File: src/design/stfe_pkg.sv
// ----------------------------------------------------------------------------
// stfe_pkg
// Shared widths, request and register codes and reset values for the
// scrolling text frame engine.
// ----------------------------------------------------------------------------
package stfe_pkg;

	// parameter defaults
	localparam int MSG_DEPTH_DEF  = 64;
	localparam int HL_SLOTS_DEF   = 4;
	localparam int MAX_DISP_DEF   = 16;

	// fixed field widths
	localparam int REQ_W    = 3;
	localparam int TIME_W   = 32;
	localparam int IDX_W    = 6;
	localparam int CHAR_W   = 8;
	localparam int LEVEL_W  = 8;
	localparam int POS_W    = 11;
	localparam int SCROLL_W = 10;
	localparam int CFG_IDX_W  = 3;
	localparam int CFG_DATA_W = 16;

	// request codes
	localparam logic [REQ_W-1:0] REQ_TICK       = 3'd0;
	localparam logic [REQ_W-1:0] REQ_WRITE      = 3'd1;
	localparam logic [REQ_W-1:0] REQ_HL_ADD     = 3'd2;
	localparam logic [REQ_W-1:0] REQ_HL_CLR     = 3'd3;
	localparam logic [REQ_W-1:0] REQ_SCROLL_RST = 3'd4;

	// scroll styles
	localparam logic [1:0] STYLE_SMOOTH = 2'd0;
	localparam logic [1:0] STYLE_CHAR   = 2'd1;
	localparam logic [1:0] STYLE_STATIC = 2'd2;

	// register indexes
	localparam logic [CFG_IDX_W-1:0] CFG_DISPLAY_CHARS = 3'd0;
	localparam logic [CFG_IDX_W-1:0] CFG_CHAR_WIDTH    = 3'd1;
	localparam logic [CFG_IDX_W-1:0] CFG_CHAR_SPACING  = 3'd2;
	localparam logic [CFG_IDX_W-1:0] CFG_SCROLL_STYLE  = 3'd3;
	localparam logic [CFG_IDX_W-1:0] CFG_PERIOD_MS     = 3'd4;
	localparam logic [CFG_IDX_W-1:0] CFG_DEFAULT_LEVEL = 3'd5;
	localparam logic [CFG_IDX_W-1:0] CFG_FONT_MODERN   = 3'd6;
	localparam logic [CFG_IDX_W-1:0] CFG_MSG_LENGTH    = 3'd7;

	// register reset values
	localparam logic [4:0]  RST_DISPLAY_CHARS = 5'd8;
	localparam logic [3:0]  RST_CHAR_WIDTH    = 4'd5;
	localparam logic [2:0]  RST_CHAR_SPACING  = 3'd1;
	localparam logic [1:0]  RST_SCROLL_STYLE  = STYLE_SMOOTH;
	localparam logic [15:0] RST_PERIOD_MS     = 16'd50;
	localparam logic [7:0]  RST_DEFAULT_LEVEL = 8'd1;
	localparam logic        RST_FONT_MODERN   = 1'b1;
	localparam logic [6:0]  RST_MSG_LENGTH    = 7'd0;

	// first printable character maps to glyph zero
	localparam logic [CHAR_W-1:0] CHAR_BIAS = 8'd32;

endpackage

File: src/design/stfe_ram.sv
// ----------------------------------------------------------------------------
// stfe_ram
// Generic single write port, single read port RAM with registered read.
// ----------------------------------------------------------------------------
module stfe_ram #(
	parameter int WIDTH  = 8,
	parameter int DEPTH  = 64,
	parameter int ADDR_W = (DEPTH > 1) ? $clog2(DEPTH) : 1
) (
	input  logic              clk,
	input  logic              we,
	input  logic [ADDR_W-1:0] waddr,
	input  logic [WIDTH-1:0]  wdata,
	input  logic [ADDR_W-1:0] raddr,
	output logic [WIDTH-1:0]  rdata
);

	logic [WIDTH-1:0] mem_q [DEPTH];

	// write port and registered read
	always_ff @(posedge clk) begin
		if (we) begin
			mem_q[waddr] <= wdata;
		end
		rdata <= mem_q[raddr];
	end

endmodule

File: src/design/scrolling_text_frame_engine.sv
// ----------------------------------------------------------------------------
// scrolling_text_frame_engine
// Message store, highlight slots and scroll state; renders at most one frame of
// visible glyphs per elapsed tick request.
// ----------------------------------------------------------------------------
// Usage:
//   A request is taken on a rising edge with start high and busy low.
//   Write, highlight, clear and scroll reset requests finish in that cycle.
//   A tick request that renders no frame also finishes at once.
//   An elapsed tick that renders holds busy high while a sequencer walks
//   the message store one character per cycle (one memory read port);
//   when a smooth scroll step advances, a divide step first recomputes
//   the character position one quotient bit per cycle.
//   Each glyph appears for one cycle with result_strobe high; last_glyph
//   marks the end of the frame, and the scroll fields show the state after
//   the update. The receiver cannot stall the results.
//   Register writes go through cfg_valid/cfg_ready (ready is always high)
//   and must be made only while the block is idle, which it does not enforce.
//   Reset clears the scroll state, the highlight slots and loads the
//   register defaults; the message store holds no reset value.
// ----------------------------------------------------------------------------
module scrolling_text_frame_engine #(
	parameter int MSG_DEPTH         = stfe_pkg::MSG_DEPTH_DEF,
	parameter int HIGHLIGHT_SLOTS   = stfe_pkg::HL_SLOTS_DEF,
	parameter int MAX_DISPLAY_CHARS = stfe_pkg::MAX_DISP_DEF
) (
	input  logic                              clk,
	input  logic                              arst_n,
	// request channel
	input  logic                              start,
	output logic                              busy,
	input  logic [stfe_pkg::REQ_W-1:0]        req_type,
	input  logic [stfe_pkg::TIME_W-1:0]       now_ms,
	input  logic [stfe_pkg::IDX_W-1:0]        msg_index,
	input  logic [stfe_pkg::CHAR_W-1:0]       char_code,
	input  logic [stfe_pkg::IDX_W-1:0]        hl_start,
	input  logic [stfe_pkg::IDX_W-1:0]        hl_end,
	input  logic [stfe_pkg::LEVEL_W-1:0]      hl_brightness,
	// configuration channel
	input  logic                              cfg_valid,
	output logic                              cfg_ready,
	input  logic [stfe_pkg::CFG_IDX_W-1:0]    cfg_index,
	input  logic [stfe_pkg::CFG_DATA_W-1:0]   cfg_data,
	// result channel
	output logic                              result_strobe,
	output logic [stfe_pkg::CHAR_W-1:0]       glyph_code,
	output logic signed [stfe_pkg::POS_W-1:0] glyph_x,
	output logic [stfe_pkg::LEVEL_W-1:0]      brightness,
	output logic                              glyph_font_modern,
	output logic                              last_glyph,
	output logic                              scroll_done,
	output logic [stfe_pkg::SCROLL_W-1:0]     char_position_out,
	output logic [stfe_pkg::SCROLL_W-1:0]     pixel_offset_out
);

	import stfe_pkg::*;

	localparam int AW    = (MSG_DEPTH > 1) ? $clog2(MSG_DEPTH) : 1;
	localparam int CNTW  = $clog2(MSG_DEPTH + 1);
	localparam int DW    = $clog2(MAX_DISPLAY_CHARS + 1);
	localparam int DPXW  = DW + 4;
	localparam int SW    = CNTW + 1;
	localparam int TW    = SW + 5;
	localparam int PW    = (CNTW + 6 > 12) ? CNTW + 6 : 12;
	localparam int DIV_LAST = SCROLL_W - 1;
	localparam int DCW   = $clog2(SCROLL_W);

	typedef enum logic [1:0] {ST_IDLE, ST_DIV, ST_SCAN, ST_FLUSH} state_t;

	state_t state_q;

	// configuration registers
	logic [4:0]  disp_q;
	logic [3:0]  cwid_q;
	logic [2:0]  spc_q;
	logic [1:0]  style_q;
	logic [15:0] period_q;
	logic [7:0]  dflt_q;
	logic        font_q;
	logic [6:0]  mlen_q;

	// scroll state
	logic [SCROLL_W-1:0] sp_q;
	logic [SCROLL_W-1:0] sc_q;
	logic                done_q;
	logic [TIME_W-1:0]   last_q;

	// highlight slots
	logic [HIGHLIGHT_SLOTS-1:0] hl_act_q;
	logic [IDX_W-1:0]           hl_first_q [HIGHLIGHT_SLOTS];
	logic [IDX_W-1:0]           hl_last_q  [HIGHLIGHT_SLOTS];
	logic [LEVEL_W-1:0]         hl_level_q [HIGHLIGHT_SLOTS];
	logic [HIGHLIGHT_SLOTS-1:0] hl_sel;

	// sequencer and divider
	logic [CNTW-1:0]      rd_idx_q;
	logic signed [PW-1:0] pos_q;
	logic [SCROLL_W-1:0]  quot_q;
	logic [3:0]           rem_q;
	logic [DCW-1:0]       div_cnt_q;
	logic [4:0]           div_pre;
	logic                 div_ge;
	logic [3:0]           rem_nxt;

	// scan pipeline, aligned with the memory read data
	logic                 v_s1;
	logic [CNTW-1:0]      idx_s1;
	logic signed [PW-1:0] pos_s1;
	logic                 vis_s1;

	// held glyph, so that the final one of a frame can be marked
	logic               pend_v_q;
	logic [CHAR_W-1:0]  pend_code_q;
	logic [POS_W-1:0]   pend_pos_q;
	logic [LEVEL_W-1:0] pend_lvl_q;

	// result registers
	logic               strobe_q;
	logic [CHAR_W-1:0]  code_q;
	logic [POS_W-1:0]   opos_q;
	logic [LEVEL_W-1:0] olvl_q;
	logic               olast_q;

	// derived sizes
	logic [3:0]           cw;
	logic [DW-1:0]        dsz;
	logic [CNTW-1:0]      len;
	logic [4:0]           ew;
	logic [DPXW-1:0]      dpx;
	logic [SW-1:0]        span;
	logic [TW-1:0]        total_s;
	logic [SCROLL_W-1:0]  sp_inc;
	logic [SCROLL_W-1:0]  sc_inc;
	logic [13:0]          char_prod;
	logic signed [PW-1:0] neg_sp;
	logic signed [PW-1:0] neg_cw;
	logic signed [PW-1:0] dpx_s;
	logic                 vis_now;
	logic                 short_msg;
	logic                 accept;
	logic                 tick_ok;
	logic                 mem_we;
	logic [CHAR_W-1:0]    mem_rdata;
	logic [LEVEL_W-1:0]   g_lvl;
	logic                 g_hit;

	assign busy      = (state_q != ST_IDLE);
	assign cfg_ready = 1'b1;
	assign accept    = start && !busy;

	// effective sizes from the registers
	assign cw  = (cwid_q == 4'd0) ? 4'd1 : cwid_q;
	assign dsz = (32'(disp_q) > MAX_DISPLAY_CHARS) ? DW'(MAX_DISPLAY_CHARS) : DW'(disp_q);
	assign len = (32'(mlen_q) > MSG_DEPTH) ? CNTW'(MSG_DEPTH) : CNTW'(mlen_q);
	assign ew  = (style_q == STYLE_SMOOTH) ? 5'(cw) + 5'(spc_q) : 5'(cw);
	assign dpx = DPXW'(dsz) * DPXW'(cw);
	assign short_msg = (32'(len) <= 32'(dsz));

	// scroll limits and next positions
	assign span      = SW'(len) - SW'(dsz) + SW'(1);
	assign total_s   = TW'(span) * TW'(ew);
	assign sp_inc    = sp_q + SCROLL_W'(1);
	assign sc_inc    = sc_q + SCROLL_W'(1);
	assign char_prod = 14'(sc_inc) * 14'(cw);
	assign neg_sp    = PW'(0) - PW'(sp_q);
	assign neg_cw    = PW'(0) - PW'(cw);
	assign dpx_s     = PW'(dpx);
	assign vis_now   = (pos_q > neg_cw) && (pos_q < dpx_s);

	// tick qualification
	assign tick_ok = accept && (req_type == REQ_TICK) && (len != '0)
		&& ((now_ms - last_q) >= TIME_W'(period_q));

	// restoring divide step
	assign div_pre = {rem_q, quot_q[SCROLL_W-1]};
	assign div_ge  = (div_pre >= {1'b0, cw});
	assign rem_nxt = div_ge ? 4'(div_pre - {1'b0, cw}) : div_pre[3:0];

	// first free highlight slot
	always_comb begin
		logic taken;
		taken  = 1'b0;
		hl_sel = '0;
		for (int s = 0; s < HIGHLIGHT_SLOTS; s++) begin
			if (!hl_act_q[s] && !taken) begin
				hl_sel[s] = 1'b1;
			end
			taken = taken | !hl_act_q[s];
		end
	end

	// brightness: lowest matching active slot wins
	always_comb begin
		g_lvl = dflt_q;
		for (int s = HIGHLIGHT_SLOTS - 1; s >= 0; s--) begin
			if (hl_act_q[s] && (32'(idx_s1) >= 32'(hl_first_q[s]))
				&& (32'(idx_s1) <= 32'(hl_last_q[s]))) begin
				g_lvl = hl_level_q[s];
			end
		end
	end

	assign g_hit = v_s1 && vis_s1;

	// message store
	assign mem_we = accept && (req_type == REQ_WRITE) && (32'(msg_index) < MSG_DEPTH);

	stfe_ram #(
		.WIDTH (CHAR_W),
		.DEPTH (MSG_DEPTH)
	) u_msg_ram (
		.clk   (clk),
		.we    (mem_we),
		.waddr (AW'(msg_index)),
		.wdata (char_code),
		.raddr (rd_idx_q[AW-1:0]),
		.rdata (mem_rdata)
	);

	// highlight slot payload
	always_ff @(posedge clk) begin
		if (accept && (req_type == REQ_HL_ADD)) begin
			for (int s = 0; s < HIGHLIGHT_SLOTS; s++) begin
				if (hl_sel[s]) begin
					hl_first_q[s] <= hl_start;
					hl_last_q[s]  <= hl_end;
					hl_level_q[s] <= hl_brightness;
				end
			end
		end
	end

	// sequencer, state and result registers
	always_ff @(posedge clk or negedge arst_n) begin
		if (!arst_n) begin
			state_q   <= ST_IDLE;
			disp_q    <= RST_DISPLAY_CHARS;
			cwid_q    <= RST_CHAR_WIDTH;
			spc_q     <= RST_CHAR_SPACING;
			style_q   <= RST_SCROLL_STYLE;
			period_q  <= RST_PERIOD_MS;
			dflt_q    <= RST_DEFAULT_LEVEL;
			font_q    <= RST_FONT_MODERN;
			mlen_q    <= RST_MSG_LENGTH;
			sp_q      <= '0;
			sc_q      <= '0;
			done_q    <= 1'b0;
			last_q    <= '0;
			hl_act_q  <= '0;
			rd_idx_q  <= '0;
			pos_q     <= '0;
			quot_q    <= '0;
			rem_q     <= '0;
			div_cnt_q <= '0;
			v_s1      <= 1'b0;
			idx_s1    <= '0;
			pos_s1    <= '0;
			vis_s1    <= 1'b0;
			pend_v_q  <= 1'b0;
			strobe_q  <= 1'b0;
			olast_q   <= 1'b0;
		end else begin
			strobe_q <= 1'b0;
			olast_q  <= 1'b0;
			v_s1     <= 1'b0;

			// register writes
			if (cfg_valid && cfg_ready) begin
				unique case (cfg_index)
					CFG_DISPLAY_CHARS: disp_q   <= cfg_data[4:0];
					CFG_CHAR_WIDTH:    cwid_q   <= cfg_data[3:0];
					CFG_CHAR_SPACING:  spc_q    <= cfg_data[2:0];
					CFG_SCROLL_STYLE:  style_q  <= cfg_data[1:0];
					CFG_PERIOD_MS:     period_q <= cfg_data[15:0];
					CFG_DEFAULT_LEVEL: dflt_q   <= cfg_data[7:0];
					CFG_FONT_MODERN:   font_q   <= cfg_data[0];
					CFG_MSG_LENGTH:    mlen_q   <= cfg_data[6:0];
				endcase
			end

			// glyph from the scan pipeline: release the held one, hold the new one
			if (g_hit) begin
				if (pend_v_q) begin
					strobe_q <= 1'b1;
					code_q   <= pend_code_q;
					opos_q   <= pend_pos_q;
					olvl_q   <= pend_lvl_q;
				end
				pend_v_q    <= 1'b1;
				pend_code_q <= mem_rdata - CHAR_BIAS;
				pend_pos_q  <= pos_s1[POS_W-1:0];
				pend_lvl_q  <= g_lvl;
			end

			unique case (state_q)
				ST_IDLE: begin
					if (accept) begin
						unique case (req_type)
							REQ_HL_ADD: hl_act_q <= hl_act_q | hl_sel;
							REQ_HL_CLR: hl_act_q <= '0;
							REQ_SCROLL_RST: begin
								sp_q   <= '0;
								sc_q   <= '0;
								done_q <= 1'b0;
								last_q <= '0;
							end
							default: begin
							end
						endcase
					end
					if (tick_ok) begin
						last_q   <= now_ms;
						rd_idx_q <= '0;
						unique case (style_q)
							STYLE_STATIC: begin
								done_q  <= 1'b1;
								pos_q   <= '0;
								state_q <= ST_SCAN;
							end
							STYLE_SMOOTH: begin
								if (short_msg) begin
									done_q  <= 1'b1;
									pos_q   <= neg_sp;
									state_q <= ST_SCAN;
								end else if (32'(sp_q) >= 32'(total_s)) begin
									done_q <= 1'b1;
								end else begin
									pos_q     <= neg_sp;
									sp_q      <= sp_inc;
									quot_q    <= sp_inc;
									rem_q     <= '0;
									div_cnt_q <= '0;
									state_q   <= ST_DIV;
								end
							end
							STYLE_CHAR: begin
								if (short_msg) begin
									done_q  <= 1'b1;
									pos_q   <= neg_sp;
									state_q <= ST_SCAN;
								end else if (32'(sc_q) >= 32'(span)) begin
									done_q <= 1'b1;
								end else begin
									pos_q   <= neg_sp;
									sc_q    <= sc_inc;
									sp_q    <= char_prod[SCROLL_W-1:0];
									state_q <= ST_SCAN;
								end
							end
							// unused style only consumes the period
							default: begin
							end
						endcase
					end
				end

				// character position = pixel offset / char width, one bit a cycle
				ST_DIV: begin
					quot_q <= {quot_q[SCROLL_W-2:0], div_ge};
					rem_q  <= rem_nxt;
					if (div_cnt_q == DCW'(DIV_LAST)) begin
						sc_q    <= {quot_q[SCROLL_W-2:0], div_ge};
						state_q <= ST_SCAN;
					end else begin
						div_cnt_q <= div_cnt_q + DCW'(1);
					end
				end

				// one message read per cycle with the visibility compare
				ST_SCAN: begin
					if (32'(rd_idx_q) < 32'(len)) begin
						v_s1     <= 1'b1;
						idx_s1   <= rd_idx_q;
						pos_s1   <= pos_q;
						vis_s1   <= vis_now;
						pos_q    <= pos_q + PW'(ew);
						rd_idx_q <= rd_idx_q + CNTW'(1);
					end else begin
						state_q <= ST_FLUSH;
					end
				end

				// release the held glyph as the last of the frame
				ST_FLUSH: begin
					if (!v_s1) begin
						if (pend_v_q) begin
							strobe_q <= 1'b1;
							olast_q  <= 1'b1;
							code_q   <= pend_code_q;
							opos_q   <= pend_pos_q;
							olvl_q   <= pend_lvl_q;
							pend_v_q <= 1'b0;
						end
						state_q <= ST_IDLE;
					end
				end

				default: state_q <= ST_IDLE;
			endcase
		end
	end

	// result ports
	assign result_strobe     = strobe_q;
	assign glyph_code        = code_q;
	assign glyph_x           = opos_q;
	assign brightness        = olvl_q;
	assign glyph_font_modern = font_q;
	assign last_glyph        = olast_q;
	assign scroll_done       = done_q;
	assign char_position_out = sc_q;
	assign pixel_offset_out  = sp_q;

endmodule

File: config.mk
export PLATFORM = sky130hd
export DESIGN_NAME = scrolling_text_frame_engine
export DESIGN_NICKNAME = d
export VERILOG_FILES = /design/src/design/stfe_pkg.sv /design/src/design/stfe_ram.sv /design/src/design/scrolling_text_frame_engine.sv
export SDC_FILE = /design/constraint.sdc
export NUM_CORES = 1
export LEC_CHECK = 0
export BUFFER_PORTS_ARGS = -buffer_cell sky130_fd_sc_hd__clkbuf_2
export CORE_UTILIZATION = 56
export DETAILED_ROUTE_END_ITERATION = 12
export PLACE_DENSITY = 0.73
export SYNTH_ARGS = -nofsm -noshare
export SYNTH_HDL_FRONTEND = slang
export SYNTH_SLANG_ARGS = --single-unit
File: constraint.sdc
create_clock -name clk -period 9.8 [get_ports clk]
set_input_delay 0.98 -clock clk [delete_from_list [all_inputs] [get_ports clk]]
set_output_delay 0.98 -clock clk [all_outputs]
set_load 0.05 [all_outputs]
==> results.md, run 1 <==
* Status: complete, no violations
* Leading area contributor after synthesis: edfxtp_1
* Top post-synthesis cells by area: edfxtp_1, dfrtp_1, mux4_2
* Skew final at 0.0413 ns
* Hold-fix buffer count after cts at 0
* Detail-routed via count per cell at between 6 and 7
* EDFF count, synth at ~650
* Clock sink count at 820
* RSZ-0062 raised after global routing: false
* First-pass GRT wire length at around 150 mm
* Top Usage Layer GRT: met2
* Worst-Skew Late Latency at approximately 0.65 ns
* Post-synthesis cell count at 2950
* Power, Total at 13.6 mW
* Routability-driven placement congestion ratio at between 0.9 and 1
* Distinct cell type count after synthesis at between 80 and 90
* Die W at 271 µm
* Worst endpoint required time at approximately 10 ns
* Initial core utilization at 56.6%
* Crit path capture type: flip-flop
* Layout area overhead at 11.4%
* WHS at roughly 0.32 ns
* Layout fillers at between 5000 and 6000
* Net Count, Synth at approximately 3300
* Inst Count DP at ~4000
* CP Launch Type: flip-flop
* Die height at approximately 270 µm
* Slew headroom at between 10% and 20%
* Initial antenna violation count at 4
* Non-filler cells, final at just over 4000
* Overall routing resource usage at about a quarter
* Fin util at a little over three fifths
* Syn Area/Cell at 13.7 µm²
* Max Cap Viol at 0
* Reg2reg setup slack at around 1.1 ns
* Period utilisation layout at 89.1%
* 1st-iter DRT viols at roughly 2300
* Max-slew violations at 0
* CP arrival at 9.23 ns
* Peak supply drop at about 0.36 mV
* Crit Path Max Fanout at 24
* Dpl cell area at about 42000 µm²
* Row Count at a little under 100
* Setup ws final at ~1.1 ns
* Design area at around 45000 µm²
* DR WL/cell at 23.7 µm
* Most numerous cell in the Yosys netlist: edfxtp_1
* Seq cells post-synth at 820
* Pin count of the biggest net entering global routing at approximately 110
* Register area share after synthesis at between 50% and 60%
* I/O pin count at about 150
* Slowest cell delay on critical path at 0.80 ns
* Fmax at 114 MHz
* Crit Path Class: flip-flop to flip-flop
* Leakage power at roughly 17 nW
* Clock Tree Buf Depth at 3
* H-tree Lvls at 3
* Number of routed nets with antenna violations at 0
* CP most frequent cell: fa_1
* Die ar. at approximately 73000 µm²
* Clock Root Buffer: clkbuf_16
* Post-synth ARST share at 20.2%
* I/O Buffers at between 100 and 150
* Slowest CP cell: a2bb2oi_2
* Worst reg2reg startpoint: cwid_q[1]$_DFFE_PN0P_
* Setup WS pre-CTS at 1.19 ns
* Vias in the first global route at approximately 25000
* Drt pass-1 iters at 5
* P per Cell Area at roughly 300 nW/µm²
* Final setup viols at 0
* Min cycle time layout at 8.73 ns
* Number of CTS-inserted buffers at 85
* Nets at ~3400
* Met1 usage at about 37%
* Reg2reg end: rem_q[3]$_DFFE_PN0P_
* Worst slew pin tran at between 1 and 1.5 ns
* Setup tns final at 0 ns
* Core area at ~72000 µm²
* Post-CTS setup buffer count at 0
* Gr ovfl total at 0
* Final Hold Fails at 0
* Met3 usage in global routing at approximately 4%
* Post-cts resize count at 0
* Post-route DRC at 0
* Top post-synthesis cells by count: edfxtp_1, nand2_1, ha_1
* Type of the most critical hold path: input port to asynchronous set/reset pin
* Yosys warns at 0
* Synth top area share at a little under half
* CTS tree: built
* Reg2reg path depth at 29
* Total Wirelength at ~97 mm
* Vias at around 25000
* Post-synth top flop: edfxtp_1
* Dpl hpwl at 65.1 mm
* Share of layout cells above drive strength 1 at a little under a fifth
* Post-Syn Area at just over 40000 µm²
* Routing usage on met2 at a little over two fifths
* CTS clk-pin slew, worst paths at roughly 0.060 ns
state kept, by name, summed over array words and instances, names as in the netlist, 8 cells and up:
| signal | count |
|---|---|
| brightness | 8 |
| char_position_out | 10 |
| dflt_q | 8 |
| glyph_code | 8 |
| glyph_x | 11 |
| hl_first_q | 24 |
| hl_last_q | 24 |
| hl_level_q | 32 |
| last_q | 32 |
| pend_code_q | 8 |
| pend_lvl_q | 8 |
| pend_pos_q | 11 |
| period_q | 16 |
| pixel_offset_out | 10 |
| pos_q | 13 |
| pos_s1 | 11 |
| quot_q | 10 |
| u_msg_ram.mem_q | 512 |
| u_msg_ram.rdata | 8 |
report_power, final:
group | internal, mW | leakage (nW) | switching, mW
registers | 4.09 | 7.96 | 0.407
logic | 2.48 | 7.84 | 3.34
clock network | 1.92 | 1.40 | 1.40
total | 8.48 | 17.2 | 5.15
area by class of cell:
type | instances | area [µm²] | area share [%]
tap | 950 | 1190 | 2.63
multi-input combinational | 1814 | 15700 | 34.6
clock buffer | 105 | 2240 | 4.96
inverter | 200 | 751 | 1.66
sequential | 820 | 23700 | 52.5
clock inverter | 51 | 664 | 1.47
timing repair buffer | 170 | 940 | 2.08
antenna | 2 | 5.00 | 0.0111
cells by family after synthesis:
logic type	after synthesis	share of synthesized area [%]
flops	820	58.5
simple gates	786	9.18
compound gates	442	7.25
buf+inv	316	3.02
fa+ha+maj	262	8.88
mux	252	11.6
xor+xnor	71	1.53
other cells	1	0.00925
worst max-delay path by stage:
stage                                       end                  start
final                      rem_q[3]$_DFFE_PN0P_  cwid_q[1]$_DFFE_PN0P_
after detailed placement  pos_q[11]$_DFFE_PN0P_  cwid_q[1]$_DFFE_PN0P_
after global placement     rem_q[3]$_DFFE_PN0P_  cwid_q[1]$_DFFE_PN0P_
after global routing      pos_q[10]$_DFFE_PN0P_  cwid_q[1]$_DFFE_PN0P_
after floorplan           pos_q[10]$_DFFE_PN0P_  cwid_q[2]$_DFFE_PN1P_
after CTS                  rem_q[3]$_DFFE_PN0P_  cwid_q[1]$_DFFE_PN0P_
worst max-delay path: cells and delay by family (launching register included):
| family | cells | cell delay, ns |
|---|---|---|
| fa+ha+maj | 7 | 2.73 |
| compound gates | 8 | 2.52 |
| simple gates | 9 | 1.68 |
| flops | 1 | 0.75 |
| mux | 1 | 0.42 |
| xor+xnor | 2 | 0.26 |
| buf+inv | 2 | 0.22 |
cells in the final DEF (no fill, tap or decap), types with 18 or more instances in the layout:
cell type  netlist  routed
a21o_1          39      39
a21oi_1        106     106
and3_1          18      18
buf_4            2      26
clkbuf_16        0      85
clkbuf_2         1     142
clkinv_1         5      20
dfrtp_1        157     154
edfxtp_1       646     646
fa_1            43      43
ha_1           219     219
inv_1          193     193
mux2_2          60      60
mux2i_1         22      22
mux4_2         168     168
nand2_1        292     292
nand2b_1        44      44
nand3_1         49      49
nand4_1         23      23
nor2_1         190     190
nor2b_1         31      31
nor3_1          30      27
o21a_1          25      25
o21ai_0        107     106
o31ai_1         32      32
or3_1           18      18
xnor2_1         40      40
xor2_1          31      31
routing by layer:
metal,up-vias,part of all wire [%]
li1,11300,-
met1,12700,41
met2,1018,49
met3,177,6.1
met4,6,3.3
met5,-,0.043
Note: power is estimated with default switching activity, not from simulation.
==> run 2: changes to the inputs <==
--- a/config.mk
+++ b/config.mk
@@ -6,7 +6,9 @@
 export NUM_CORES = 1
 export LEC_CHECK = 0
 export BUFFER_PORTS_ARGS = -buffer_cell sky130_fd_sc_hd__clkbuf_2
+export CAP_MARGIN = 20
 export CORE_UTILIZATION = 56
+export CTS_CLUSTER_DIAMETER = 120
 export DETAILED_ROUTE_END_ITERATION = 12
 export PLACE_DENSITY = 0.73
 export SYNTH_ARGS = -nofsm -noshare
==> constraint.sdc (replaced) <==
create_clock -name clk -period 9.8 [get_ports clk]
set_input_delay 2.45 -clock clk [delete_from_list [all_inputs] [get_ports clk]]
set_output_delay 2.45 -clock clk [all_outputs]
set_load 0.05 [all_outputs]
==> run 2 against run 1 <==
Effect of this change: clock skew down 0.00091 ns; die area unchanged; critical path type unchanged; worst hold slack better by 0.086 ns; total power down 0.89%.
==> results.md, run 2 (synthesis results as in run 1) <==
* CTS clk-pin slew, worst paths at 0.06 ns (about the same)
* CP arrival at 9.13 ns (was 9.23 ns)
* Worst slew pin tran at 1.08 ns (was 1.25 ns)
* Max-slew violations at 0 (unchanged)
* Slowest cell delay on critical path at 0.81 ns (was 0.80 ns)
* Post-cts resize count at 0 (unchanged)
* Initial antenna violation count at 5 (was 4)
* Slowest CP cell: a2bb2oi_2 (unchanged)
* CP Launch Type: flip-flop (unchanged)
* Slew headroom at 28.0% (was 16.6%)
* CTS tree: built (unchanged)
* Initial core utilization at 56.6% (unchanged)
* CP most frequent cell: fa_1 (unchanged)
* First-pass GRT wire length at 151 mm (was 149 mm)
* Fin util at 63.0% (was 63.1%)
* Max Cap Viol at 0 (unchanged)
* Worst reg2reg startpoint: cwid_q[1]$_DFFE_PN0P_ (unchanged)
* Crit Path Max Fanout at 24 (unchanged)
* Final setup viols at 0 (unchanged)
* WHS at 0.407 ns (was 0.321 ns)
* H-tree Lvls at 3 (unchanged)
* Pin count of the biggest net entering global routing at 83 (was 111)
* Overall routing resource usage at 27.0% (was 26.7%)
* Gr ovfl total at 0 (unchanged)
* Die height at 271 µm (unchanged)
* Fmax at 116 MHz (was 114 MHz)
* Hold-fix buffer count after cts at 0 (unchanged)
* Hold endpoint: pend_code_q[2]$_DFFE_PP_
* Peak supply drop at 0.350 mV (was 0.355 mV)
* Reg2reg end: div_cnt_q[0]$_DFFE_PN0P_ (was rem_q[3]$_DFFE_PN0P_)
* Core area at 71600 µm² (unchanged)
* Worst endpoint required time at 10.33 ns (was 10.29 ns)
* Routability-driven placement congestion ratio at 0.930 (was 0.927)
* Share of layout cells above drive strength 1 at 18.1% (about the same)
* Vias in the first global route at 25400 (was 25100)
* Nets at 3451 (was 3445)
* Largest register FFs at 512 (unchanged)
* Hold path depth at 0
* Post-route DRC at 0 (unchanged)
* Number of routed nets with antenna violations at 0 (unchanged)
* Drt pass-1 iters at 6 (was 5)
* DR WL/cell at 23.7 µm (about the same)
* Reg with most FFs: u_msg_ram.mem_q (unchanged)
* Dpl hpwl at 66.4 mm (was 65.1 mm)
* Leakage power at 17.2 nW (about the same)
* I/O Buffers at 143 (unchanged)
* Detail-routed via count per cell at 6.11 (was 6.13)
* Total Wirelength at 97.6 mm (was 97.4 mm)
* Post-CTS setup buffer count at 0 (unchanged)
* Commonest non-fill, non-tap cell in the layout: edfxtp_1 (unchanged)
* Crit Path Class: flip-flop to flip-flop (unchanged)
* Largest regs: u_msg_ram.mem_q x512, hl_level_q x32, last_q x32 (unchanged)
* Min cycle time layout at 8.61 ns (was 8.73 ns)
* P per Cell Area at 299 nW/µm² (was 302 nW/µm²)
* Vias at 25200 (about the same)
* Setup crit start: cwid_q[1]$_DFFE_PN0P_ (unchanged)
* 1st-iter DRT viols at 2139 (was 2258)
* Clock Root Buffer: clkbuf_16 (unchanged)
* I/O pin count at 145 (unchanged)
* Most frequent cells in the layout: edfxtp_1, nand2_1, ha_1, inv_1, nor2_1 (unchanged)
* Reg2reg setup slack at 1.19 ns (was 1.07 ns)
* RSZ-0062 raised after global routing: false (unchanged)
* Clock sink count at 820 (unchanged)
* Number of CTS-inserted buffers at 84 (was 85)
* Die ar. at 73500 µm² (unchanged)
* Inst Count DP at 3958 (was 3954)
* Non-filler cells, final at 4119 (was 4112)
* Row Count at 98 (unchanged)
* Type of the most critical hold path: flip-flop to flip-flop (was input port to asynchronous set/reset pin)
* Setup tns final at 0 ns (unchanged)
* Layout area overhead at 11.3% (was 11.4%)
* Worst-Skew Late Latency at 0.66 ns (was 0.65 ns)
* Crit path capture type: flip-flop (unchanged)
* Clock Tree Buf Depth at 3 (unchanged)
* Period utilisation layout at 87.8% (was 89.1%)
* Skew final at 0.0403 ns (was 0.0413 ns)
* Status: complete, no violations (unchanged)
* Reg2reg path depth at 29 (unchanged)
* Final Hold Fails at 0 (unchanged)
* Die W at 271 µm (unchanged)
* Hold path start: u_msg_ram.rdata[2]$_DFF_P_
## run 2: changes by cell type in the layout (fill, tap and decap cells not counted), moves of 2 or more
cell / delta
clkinvlp_4: +2
bufinv_16: -4
clkinv_1: -2
clkbuf_1: +6
clkinv_16: -2
diode_2: +2
buf_4: +6
clkinv_8: +2
clkinv_2: -5
## run 2: stage by stage
| stage | area, µm² | total power [mW] | setup slack (ns) |
|---|---|---|---|
| after floorplan | 40500 | 8.74 | 2.68 |
| after global placement | 42300 | 10.2 | 1.57 |
| after detailed placement | 42300 | 10.3 | 1.32 |
| after CTS | 45100 | 13.5 | 1.28 |
| after global routing | 45100 | 14.3 | 0.586 |
| final | 45100 | 13.5 | 1.19 |
## run 2: critical path, delay by kind of cell, from the launching register on
| kind | cells | cell delay (ns) |
|---|---|---|
| AOI/OAI and AO/OA | 9 | 2.74 |
| xor gates and xnor gates | 2 | 0.29 |
| adders and majority gates | 7 | 2.82 |
| buffers and inverters | 2 | 0.21 |
| DFF | 1 | 0.70 |
| and+or+nand+nor | 9 | 1.72 |
## run 2: final cells by class
| type | count | area (µm²) |
|---|---|---|
| Clock buffer | 111 | 2260 |
| Inverter | 200 | 751 |
| Timing Repair Buffer | 177 | 997 |
| Antenna cell | 4 | 10.0 |
| Multi-Input combinational cell | 1814 | 15700 |
| Fill cell | 5324 | 26500 |
| Clock inverter | 43 | 517 |
| Sequential cell | 820 | 23700 |
| Tap cell | 950 | 1190 |
## run 2: power breakdown
group          internal [mW]  switching (mW)  total [mW]
Clock                   1.81            1.38        3.19
Combinational           2.48            3.34        5.82
Sequential              4.09           0.401        4.49
Total                   8.38            5.12        13.5
## run 2: worst max-delay path by stage
stage                                     to  slack (ns)  depth (start not counted)
floorplan              pos_q[10]$_DFFE_PN0P_        2.68                         29
global placement       pos_q[10]$_DFFE_PN0P_        1.57                         24
detailed placement     quot_q[4]$_DFFE_PN0P_        1.32                         28
CTS                    quot_q[4]$_DFFE_PN0P_        1.28                         28
global route        div_cnt_q[0]$_DFFE_PN0P_        0.59                         29
finish              div_cnt_q[0]$_DFFE_PN0P_        1.19                         29
## run 2: layer usage
| metal | vias to the layer above | part of all wire, % | track usage, % |
|---|---|---|---|
| met5 | - | 0.025 | 0 |
| met4 | 4 | 3.7 | 10.3 |
| met3 | 198 | 6.4 | 3.90 |
| met2 | 955 | 49 | 44.2 |
| met1 | 12700 | 41 | 36.8 |
| li1 | 11300 | - | - |
==> run 3: changes to the inputs <==
--- a/config.mk
+++ b/config.mk
@@ -7,10 +7,11 @@
 export LEC_CHECK = 0
 export BUFFER_PORTS_ARGS = -buffer_cell sky130_fd_sc_hd__clkbuf_2
 export CAP_MARGIN = 20
-export CORE_UTILIZATION = 56
+export CORE_UTILIZATION = 63
 export CTS_CLUSTER_DIAMETER = 120
 export DETAILED_ROUTE_END_ITERATION = 12
-export PLACE_DENSITY = 0.73
+export MAX_ROUTING_LAYER = met4
+export PLACE_DENSITY = 0.81
 export SYNTH_ARGS = -nofsm -noshare
 export SYNTH_HDL_FRONTEND = slang
 export SYNTH_SLANG_ARGS = --single-unit
==> run 3 against run 2 <==
Effect of this change: die area decreased by 11%; non-clock buffer count is 1 lower; clock power about the same; cell count down 2.5%; maximum frequency decreased by 0.77%; clock skew shrank 0.016 ns; cell area down 0.44%; first-iteration DRC count grew 34%; total power is 0.75% higher; core utilization up 7.9 points; critical path type unchanged; critical endpoint is now pos_q[11]$_DFFE_PN0P_; largest cell class unchanged.
==> results.md, run 3 (synthesis results as in run 1) <==
* Status: complete, no violations (unchanged)
* Slew headroom at 30.0% (was 28.0%)
* Reg2reg end: pos_q[11]$_DFFE_PN0P_ (was div_cnt_q[0]$_DFFE_PN0P_)
* Drt pass-1 iters at 9 (was 6)
* Type of the most critical hold path: flip-flop to flip-flop (unchanged)
* Most frequent cells in the layout: edfxtp_1, nand2_1, ha_1, inv_1, nor2_1 (unchanged)
* DR WL/cell at 25.6 µm (was 23.7 µm)
* CP Launch Type: flip-flop (unchanged)
* First-pass GRT wire length at 158 mm (was 151 mm)
* Clock sink count at 820 (unchanged)
* Final setup viols at 0 (unchanged)
* Final Hold Fails at 0 (unchanged)
* Max Cap Viol at 0 (unchanged)
* Clock Tree Buf Depth at 3 (unchanged)
* Post-cts resize count at 0 (unchanged)
* I/O pin count at 145 (unchanged)
* Largest register FFs at 512 (unchanged)
* Die height at 256 µm (was 271 µm)
* Initial core utilization at 64.0% (was 56.6%)
* Layout area overhead at 10.8% (was 11.3%)
* Multi-input gate area at 15600 µm² (was 15700 µm²)
* Met1 usage at 42.8% (was 36.8%)
* Largest regs: u_msg_ram.mem_q x512, hl_level_q x32, last_q x32 (unchanged)
* Dpl hpwl at 68.1 mm (was 66.4 mm)
* Hold-fix buffer count after cts at 0 (unchanged)
* Hold endpoint: pend_code_q[4]$_DFFE_PP_ (was pend_code_q[2]$_DFFE_PP_)
* CP most frequent cell: fa_1 (unchanged)
* Commonest non-fill, non-tap cell in the layout: edfxtp_1 (unchanged)
* Worst reg2reg startpoint: cwid_q[1]$_DFFE_PN0P_ (unchanged)
* Crit path capture type: flip-flop (unchanged)
* Pin count of the biggest net entering global routing at 78 (was 83)
* Fmax at 115 MHz (was 116 MHz)
* Reg2reg setup slack at 1.13 ns (was 1.19 ns)
* Leakage power at 17.1 nW (was 17.2 nW)
* Routability-driven placement congestion ratio at 0.975 (was 0.930)
* WHS at 0.404 ns (was 0.407 ns)
* Hold path depth at 0 (unchanged)
* Number of routed nets with antenna violations at 0 (unchanged)
* Reg2reg path depth at 28 (was 29)
* Layout fillers at 4106 (was 5324)
* CP arrival at 9.18 ns (was 9.13 ns)
* I/O Buffers at 143 (unchanged)
* Clock Root Buffer: clkbuf_16 (unchanged)
* Share of layout cells above drive strength 1 at 18.0% (was 18.1%)
* Slowest CP cell: o41ai_2 (was a2bb2oi_2)
* Number of CTS-inserted buffers at 81 (was 84)
* Top Usage Layer GRT: met2 (unchanged)
* Reg with most FFs: u_msg_ram.mem_q (unchanged)
* Overall routing resource usage at 33.0% (was 27.0%)
* Detail-routed via count per cell at 6.45 (was 6.11)
* Worst endpoint required time at 10.31 ns (was 10.33 ns)
* Crit Path Max Fanout at 16 (was 24)
* Row Count at 92 (was 98)
* Total Wirelength at 103 mm (was 97.6 mm)
* Max-slew violations at 0 (unchanged)
* Hold path start: u_msg_ram.rdata[4]$_DFF_P_ (was u_msg_ram.rdata[2]$_DFF_P_)
* Period utilisation layout at 88.5% (was 87.8%)
* Met3 usage in global routing at 4.64% (was 3.90%)
* Nets at 3447 (was 3451)
* Vias at 25900 (was 25200)
* CTS clk-pin slew, worst paths at 0.07 ns (was 0.06 ns)
* Crit Path Class: flip-flop to flip-flop (unchanged)
* Setup tns final at 0 ns (unchanged)
* Die ar. at 65400 µm² (was 73500 µm²)
* RSZ-0062 raised after global routing: false (unchanged)
* Gr ovfl total at 0 (unchanged)
* Die W at 256 µm (was 271 µm)
* Vias in the first global route at 26500 (was 25400)
* Peak supply drop at 0.257 mV (was 0.350 mV)
* Post-route DRC at 0 (unchanged)
* CTS tree: built (unchanged)
* Routing usage on met2 at 53.2% (was 44.2%)
* Worst-Skew Late Latency at 0.65 ns (was 0.66 ns)
* 1st-iter DRT viols at 2861 (was 2139)
* Slowest cell delay on critical path at 0.89 ns (was 0.81 ns)
* Core area at 63300 µm² (was 71600 µm²)
* Post-CTS setup buffer count at 0 (unchanged)
* Worst slew pin tran at 1.05 ns (was 1.08 ns)
* FF/Latch Area at 23700 µm² (unchanged)
* Skew final at 0.0244 ns (was 0.0403 ns)
* H-tree Lvls at 3 (unchanged)
* P per Cell Area at 303 nW/µm² (was 299 nW/µm²)
* Initial antenna violation count at 9 (was 5)
* Min cycle time layout at 8.67 ns (was 8.61 ns)
## run 3: worst max-delay path: cells and delay by family (launching register included)
kind / cells / cell delay [ns]
XOR/XNOR: 2 / 0.36
AO/OA/AOI/OAI: 9 / 3.07
flip-flops: 1 / 0.70
AND/OR/NAND/NOR: 8 / 1.34
adder cells (fa/ha/maj): 7 / 2.81
buffers and inverters: 2 / 0.25
## run 3: final cells by class
type | instances | share of cell area (%)
well taps | 846 | 2.36
flip-flops and latches | 820 | 52.8
clock inverters | 47 | 1.28
repair buffers | 176 | 2.23
clock buffers | 104 | 4.75
multi-input cells | 1814 | 34.8
diodes | 9 | 0.0501
inverters | 200 | 1.67
## run 3: stage by stage
stage	utilization [%]	setup WS (ns)	total power, mW	instance area [µm²]	instances
global route	70.9	0.637	14.4	44900	4016
CTS	70.8	1.09	13.6	44800	4004
detailed placement	66.5	1.12	10.3	42100	3853
floorplan	-	2.68	8.74	40500	2950
global placement	66.5	1.54	10.1	42100	3852
finish	70.9	1.13	13.6	44900	4016
## run 3: worst max path at each step
stage / start / to / slack (ns) / cells after the start
after global placement: cwid_q[1]$_DFFE_PN0P_ / rem_q[3]$_DFFE_PN0P_ / 1.54 / 28
after floorplan: cwid_q[2]$_DFFE_PN1P_ / pos_q[10]$_DFFE_PN0P_ / 2.68 / 29
final: cwid_q[1]$_DFFE_PN0P_ / pos_q[11]$_DFFE_PN0P_ / 1.13 / 28
after global routing: cwid_q[1]$_DFFE_PN0P_ / pos_q[11]$_DFFE_PN0P_ / 0.64 / 28
after CTS: cwid_q[1]$_DFFE_PN0P_ / rem_q[3]$_DFFE_PN0P_ / 1.09 / 28
after detailed placement: cwid_q[1]$_DFFE_PN0P_ / quot_q[1]$_DFFE_PN0P_ / 1.12 / 28
## run 3: power breakdown
part	leakage, nW	switching, mW	total (mW)	internal (mW)
combinational	7.88	3.42	5.91	2.49
clock	1.31	1.37	3.19	1.83
sequential	7.96	0.421	4.51	4.08
total	17.1	5.21	13.6	8.40
## run 3: per-layer routing
metal | wire length, µm | up-vias
met5 | 0 | -
met4 | 3990 | 0
met3 | 7460 | 257
met2 | 51300 | 1340
met1 | 40100 | 12900
li1 | - | 11400
